## config.mk

```make
export PLATFORM = sky130hd
export DESIGN_NAME = websocket_frame_unmasker_top
export DESIGN_NICKNAME = d
export VERILOG_FILES = /design/src/wsfu_pkg.sv /design/src/wsfu_parser.sv /design/src/websocket_frame_unmasker_top.sv
export SDC_FILE = /design/constraint.sdc
export NUM_CORES = 1
export LEC_CHECK = 0
export BUFFER_PORTS_ARGS = -buffer_cell sky130_fd_sc_hd__buf_2
export CAP_MARGIN = 20
export CORE_MARGIN = 1.5
export CORE_UTILIZATION = 40
export CTS_CLUSTER_SIZE = 12
export DETAILED_ROUTE_END_ITERATION = 10
export GPL_TIMING_DRIVEN = 0
export PLACE_DENSITY = 0.63
export RECOVER_POWER = 25
export SYNTH_ARGS = -nofsm -noshare
export SYNTH_HDL_FRONTEND = slang
export SYNTH_SLANG_ARGS = --single-unit
```

## constraint.sdc

```tcl
create_clock -name clk -period 3.65 [get_ports clk]
set_input_delay 0.73 -clock clk [delete_from_list [all_inputs] [get_ports clk]]
set_output_delay 0.73 -clock clk [all_outputs]
set_load 0.02 [all_outputs]
```

## src/wsfu_pkg.sv

```systemverilog
`default_nettype none
package wsfu_pkg;

	typedef struct packed {
		logic [7:0] in_byte;
		logic       chunk_start;
	} wsfu_in_t;

	typedef struct packed {
		logic [7:0] out_byte;
		logic [1:0] kind;
		logic       last_of_frame;
	} wsfu_out_t;

	typedef enum logic [2:0] {
		PH_HEADER  = 3'd0,
		PH_LENGTH  = 3'd1,
		PH_KEY     = 3'd2,
		PH_PAYLOAD = 3'd3,
		PH_DROP    = 3'd4
	} wsfu_phase_t;

	localparam logic [1:0] KIND_DATA  = 2'd0;
	localparam logic [1:0] KIND_EMPTY = 2'd1;
	localparam logic [1:0] KIND_BAD   = 2'd2;

	localparam logic [3:0] MAX_OPCODE = 4'd2;

endpackage
`default_nettype wire

```

## src/wsfu_parser.sv

```systemverilog
`default_nettype none
module wsfu_parser (
	input  wire logic              clk,
	input  wire logic              arst_n,
	input  wire logic              step,
	input  wire wsfu_pkg::wsfu_in_t  item,
	output wsfu_pkg::wsfu_out_t    res,
	output logic                   res_valid
);
	import wsfu_pkg::*;

	wsfu_phase_t phase_q, phase_n, ph;
	logic [6:0]  len_q, len_n;
	logic [31:0] key_q, key_n;
	logic        masked_q, masked_n;
	logic [1:0]  kidx_q, kidx_n;
	logic [7:0]  b;
	logic [7:0]  key_byte;

	assign b        = item.in_byte;
	assign key_byte = key_q[{kidx_q, 3'b000} +: 8];

	always_comb begin
		ph        = item.chunk_start ? PH_HEADER : phase_q;
		phase_n   = ph;
		len_n     = len_q;
		key_n     = key_q;
		masked_n  = masked_q;
		kidx_n    = kidx_q;
		res       = '0;
		res_valid = 1'b0;
		case (ph)
			PH_LENGTH: begin
				masked_n = b[7];
				len_n    = b[6:0];
				kidx_n   = 2'd0;
				if (b[7]) begin
					phase_n = PH_KEY;
				end else if (b[6:0] == 7'd0) begin
					phase_n           = PH_HEADER;
					res.kind          = KIND_EMPTY;
					res.last_of_frame = 1'b1;
					res_valid         = 1'b1;
				end else begin
					phase_n = PH_PAYLOAD;
				end
			end
			PH_KEY: begin
				key_n[{kidx_q, 3'b000} +: 8] = b;
				kidx_n = kidx_q + 2'd1;
				// all four key bytes in
				if (kidx_q == 2'd3) begin
					if (len_q == 7'd0) begin
						phase_n           = PH_HEADER;
						res.kind          = KIND_EMPTY;
						res.last_of_frame = 1'b1;
						res_valid         = 1'b1;
					end else begin
						phase_n = PH_PAYLOAD;
					end
				end
			end
			PH_PAYLOAD: begin
				res.out_byte      = masked_q ? (b ^ key_byte) : b;
				res.kind          = KIND_DATA;
				kidx_n            = kidx_q + 2'd1;
				len_n             = len_q - 7'd1;
				res.last_of_frame = (len_n == 7'd0);
				res_valid         = 1'b1;
				if (len_n == 7'd0) begin
					phase_n = PH_HEADER;
				end
			end
			PH_DROP: begin
				phase_n = PH_DROP;
			end
			default: begin
				if (b[3:0] > MAX_OPCODE) begin
					phase_n   = PH_DROP;
					res.kind  = KIND_BAD;
					res_valid = 1'b1;
				end else begin
					phase_n = PH_LENGTH;
				end
			end
		endcase
	end

	always_ff @(posedge clk or negedge arst_n) begin
		if (!arst_n) begin
			phase_q  <= PH_HEADER;
			len_q    <= '0;
			key_q    <= '0;
			masked_q <= 1'b0;
			kidx_q   <= '0;
		end else if (step) begin
			phase_q  <= phase_n;
			len_q    <= len_n;
			key_q    <= key_n;
			masked_q <= masked_n;
			kidx_q   <= kidx_n;
		end
	end

endmodule
`default_nettype wire

```

## src/websocket_frame_unmasker_top.sv

```systemverilog
// WebSocket frame deframer / unmasker.
// Input channel (in_valid/in_ready/in_data): one stream byte per transfer, with
// chunk_start marking the first byte of a received chunk (parsing restarts there).
// Output channel (out_valid/out_ready/out_data): at most one result per input
// byte: an unmasked payload byte, an empty-frame marker, or a bad-opcode marker.
// Header, length and key bytes produce no result but the markers; after a bad opcode
// all bytes are swallowed until the next chunk start.
// A result passes through the input register, then the parse step into the
// output register, and transfers from there.
// Throughput: one byte per cycle while results are taken; the parse step is
// combinational compare/XOR logic on the frame state.
// When the receiver stalls, the output register holds its result and the input
// register holds one more byte; bytes that yield no result keep flowing.
// Reset: pipeline empty, parser expects a header byte, mask key cleared.
`default_nettype none
module websocket_frame_unmasker_top (
	input  wire logic                clk,
	input  wire logic                arst_n,
	input  wire logic                in_valid,
	output logic                     in_ready,
	input  wire wsfu_pkg::wsfu_in_t  in_data,
	output logic                     out_valid,
	input  wire logic                out_ready,
	output wsfu_pkg::wsfu_out_t      out_data
);
	import wsfu_pkg::*;

	wsfu_in_t  item_s1;
	logic      valid_s1;
	wsfu_out_t res;
	logic      res_valid;
	wsfu_out_t out_q;
	logic      out_valid_q;
	logic      out_free;
	logic      advance;

	assign out_free  = !out_valid_q || out_ready;
	// a byte with no result never waits on the output register
	assign advance   = valid_s1 && (out_free || !res_valid);
	assign in_ready  = !valid_s1 || advance;
	assign out_valid = out_valid_q;
	assign out_data  = out_q;

	wsfu_parser u_parser (
		.clk       (clk),
		.arst_n    (arst_n),
		.step      (advance),
		.item      (item_s1),
		.res       (res),
		.res_valid (res_valid)
	);

	always_ff @(posedge clk or negedge arst_n) begin
		if (!arst_n) begin
			valid_s1 <= 1'b0;
		end else if (in_ready) begin
			valid_s1 <= in_valid;
		end
	end

	always_ff @(posedge clk) begin
		if (in_valid && in_ready) begin
			item_s1 <= in_data;
		end
	end

	always_ff @(posedge clk or negedge arst_n) begin
		if (!arst_n) begin
			out_valid_q <= 1'b0;
		end else if (out_free) begin
			out_valid_q <= advance && res_valid;
		end
	end

	always_ff @(posedge clk) begin
		if (out_free && advance && res_valid) begin
			out_q <= res;
		end
	end

	a_s1_hold: assert property (@(posedge clk) disable iff (!arst_n)
		valid_s1 && !advance |=> valid_s1 && $stable(item_s1))
		else $error("input stage lost or changed a stalled byte");

	a_no_overwrite: assert property (@(posedge clk) disable iff (!arst_n)
		out_valid_q && !out_ready |=> out_valid_q && $stable(out_q))
		else $error("pending result overwritten");

	a_kind_range: assert property (@(posedge clk) disable iff (!arst_n)
		out_valid_q |-> (out_q.kind == KIND_DATA || out_q.kind == KIND_EMPTY
			|| out_q.kind == KIND_BAD))
		else $error("illegal result kind");

	a_marker_fields: assert property (@(posedge clk) disable iff (!arst_n)
		out_valid_q && out_q.kind != KIND_DATA |-> out_q.out_byte == 8'd0
			&& out_q.last_of_frame == (out_q.kind == KIND_EMPTY))
		else $error("marker result carries bad fields");

endmodule
`default_nettype wire

```

==> flow_summary.json <==
{
  "status": "finished, violations left",
  "violations": "max-capacitance violations, max-slew violations",
  "maxCapViolCount": 1,
  "ys_seq_area_share_pct": 49.4,
  "htree_levels": 3,
  "synth_enable_flop_cells": 20,
  "grt_pass1_vias": 2453,
  "grt_util_all_layers_pct": 17.3,
  "switchingPower_uw": 1090,
  "ys_async_sr_fraction_pct": 70.1,
  "synth_mux_area_share_pct": 14.5,
  "dr.pass1.iters": 4,
  "yosys_register_bits": 67,
  "synthSimpleGateAreaFrac_pct": 15.2,
  "synth-xor-area-share_pct": 2.44,
  "cts_root_buffer": "clkbuf_8",
  "powerDensity_nw_per_um2": 751,
  "ant_nets": 0,
  "hold_viol_final": 0,
  "fp-row-count": 34,
  "postCtsSetupBuffers": 0,
  "portBuffers": 25,
  "path_cells": "inv_1 -> ha_1 -> nor4b_1 -> and4_1 -> a2111o_1 -> nand3_1 -> buf_2",
  "layout_common_cells": "nand2_1 (57), dfrtp_1 (47), inv_1 (38)",
  "via_count": 2526,
  "synth-main-ff-cell": "dfrtp_1",
  "finalSetupViolCount": 0,
  "cts_buffer_depth": 2,
  "yosysUniqueCellTypes": 51,
  "final_common_cell": "nand2_1",
  "worstPathArrival_ps": 2490,
  "cp_top_family": "simple AND/OR/NAND/NOR gates",
  "core_area_um2": 8720,
  "synthesis.nets": 359,
  "ir_drop_mv": 0.276,
  "cp.required_ps": 2920,
  "ys.warnings.count": 0,
  "hold_buffers": 0,
  "cts_tree": "done",
  "power.leakage_uw": 0.00173,
  "slowest_delay_ps": 510,
  "cts_inserted_buffers": 9,
  "syn_inst": 338,
  "dr.first_iter.drc_count": 159,
  "clock-sinks": 67,
  "final_util_pct": 47.5,
  "worst_slew_pin_slew_ps": 1560,
  "critPathMaxFanout": 5,
  "setup_tns_ps": 0,
  "finalCritPeriodShare_pct": 88.2,
  "synth_top_family_by_area": "simple AND/OR/NAND/NOR gates",
  "layout-drive-gt1-share_pct": 19.3,
  "start_kind": "register",
  "start_util_pct": 41.2,
  "maxClockFrequency_mhz": 311,
  "layout_min_cycle_time_ps": 3220,
  "hold_class": "register to register",
  "die_y_um": 97.8,
  "dp.cells": 471,
  "fin_skew_ps": 8.13,
  "syn_area_um2": 3600,
  "worstReg2RegEnd": "out_data[8]",
  "area_growth_pct": 15.1,
  "gp_congestion": 0.857,
  "switching_share_pct": 35.1,
  "rr_worst_depth": 7,
  "rsz0062_at_grt": "false",
  "dp_hpwl_um": 5270,
  "seqPwrFrac_pct": 38.3,
  "routedWlPerCell_um": 15.7,
  "grt_pass1_wl_um": 12700,
  "critPathSlowestCell": "nor4b_1",
  "avgSynthCellArea_um2": 10.6,
  "grt_max_degree": 48,
  "grt_overflow": 0,
  "drt-vias-per-instance": 5.14,
  "path_depth": 7,
  "n_fill_cell": 810,
  "drcViolationCount": 0,
  "slew_headroom_pct": -3.81,
  "r2r_slack_ps": 860,
  "worst-path-buf-inv": 2,
  "cp-end-kind": "primary output",
  "clk_latency_ps": 350,
  "num_antenna_cells": 0,
  "design.die.area_um2": 9570,
  "rr_startpoint": "u_parser.len_q[0]",
  "final_cells": 491,
  "p_clk_share_pct": 26.3,
  "cts_resized": 0,
  "chipWidth_um": 97.8,
  "wl_um": 7730,
  "final_nets": 399,
  "path_class": "register to primary output",
  "top_level_ports": 26,
  "drv_slew": 28,
  "grt_antenna_before_repair": 0,
  "hold_path_depth": 2,
  "whs_endpoint": "u_parser.key_q[9]",
  "synth-compound-area-share_pct": 7.38,
  "clkTransAtPathRegs_ps": 80,
  "p_int_uw": 2020,
  "holdCritStartpoint": "u_parser.key_q[9]",
  "synth_fa_ha_area_share_pct": 2.78,
  "p_comb_share_pct": 35.5
}
## synthesized netlist by cell type (2+ instances only)
master	instances	area share (%)
a21oi_1	13	1.8
a22o_1	2	0.49
and3_1	5	0.87
and3_4	2	0.63
buf_12	2	1.1
buf_2	6	0.84
buf_4	2	0.42
buf_6	3	0.94
clkbuf_1	9	0.94
dfrtp_1	47	33
edfxtp_1	20	17
ha_1	8	2.8
inv_1	38	4.0
mux2_2	2	0.63
mux2i_1	32	8.9
mux4_2	8	5.0
nand2_1	57	6.0
nand2b_1	4	0.70
nand3_1	7	0.97
nand4_1	2	0.35
nor2_1	13	1.4
nor3_1	4	0.56
nor3b_1	4	0.84
o2111ai_1	2	0.49
o211ai_1	5	1.0
o21ai_0	6	0.84
or3_1	3	0.52
xor2_1	9	2.2
## layer usage
metal | global-route usage (%) | up-vias | routed length [µm]
met3 | 3.29 | 11 | 507
met4 | 6.70 | 0 | 149
met5 | 0 | - | 0
li1 | - | 1223 | -
met1 | 24.2 | 1211 | 3490
met2 | 26.6 | 81 | 3580
## stage by stage
step | setup WS, ps | hold WS [ps] | instance area (µm²) | power, µW
finish | 431 | 518 | 4140 | 3110
detailed placement | 812 | 506 | 3860 | 2290
global route | 163 | 535 | 4140 | 3320
floorplan | 1350 | 434 | 3600 | 2000
global placement | 857 | 501 | 3860 | 2250
CTS | 419 | 522 | 4120 | 3110
## cell families (layout without fill, tap and decap cells)
family / after synthesis / in the layout
buffers and inverters: 60 / 105
flip-flops: 67 / 67
XOR/XNOR: 10 / 10
adder cells (fa/ha/maj): 8 / 8
multiplexers: 42 / 42
AO/OA/AOI/OAI: 39 / 39
AND/OR/NAND/NOR: 112 / 112
## worst max-delay path by stage
stage                      start       end
5_1_grt        u_parser.len_q[0]  in_ready
6_report       u_parser.len_q[0]  in_ready
3_5_place_dp   u_parser.len_q[0]  in_ready
3_3_place_gp   u_parser.len_q[0]  in_ready
4_1_cts        u_parser.len_q[0]  in_ready
2_1_floorplan  u_parser.len_q[0]  in_ready
## registers in the layout (all words and copies together), names as in the netlist, 2 cells and up
name,count
u_parser.phase_q,3
out_data,11
u_parser.key_q,32
u_parser.kidx_q,2
item_s1,9
u_parser.len_q,7
## worst min-delay path, stage by stage (launching register included)
cell and delay, ps:
dfrtp_1 370, inv_1 50, mux2i_1 50
## cell type report
class | instances | area [µm²] | share of cell area, %
clock buffers | 9 | 124 | 2.99
flip-flops and latches | 67 | 1780 | 42.9
clock inverters | 7 | 140 | 3.38
plain buffers | 22 | 153 | 3.69
multi-input cells | 211 | 1520 | 36.8
well taps | 108 | 135 | 3.26
repair buffers | 29 | 145 | 3.51
inverters | 38 | 143 | 3.45
## power groups by stage
stage	Sequential [µW]	Combinational [µW]	Clock (µW)
6_report	1190	1100	816
2_1_floorplan	1200	805	0
4_1_cts	1190	1090	832
3_3_place_gp	1190	1060	0
3_5_place_dp	1200	1090	0
5_1_grt	1230	1220	870
Note: power is estimated with default switching activity, not from simulation.
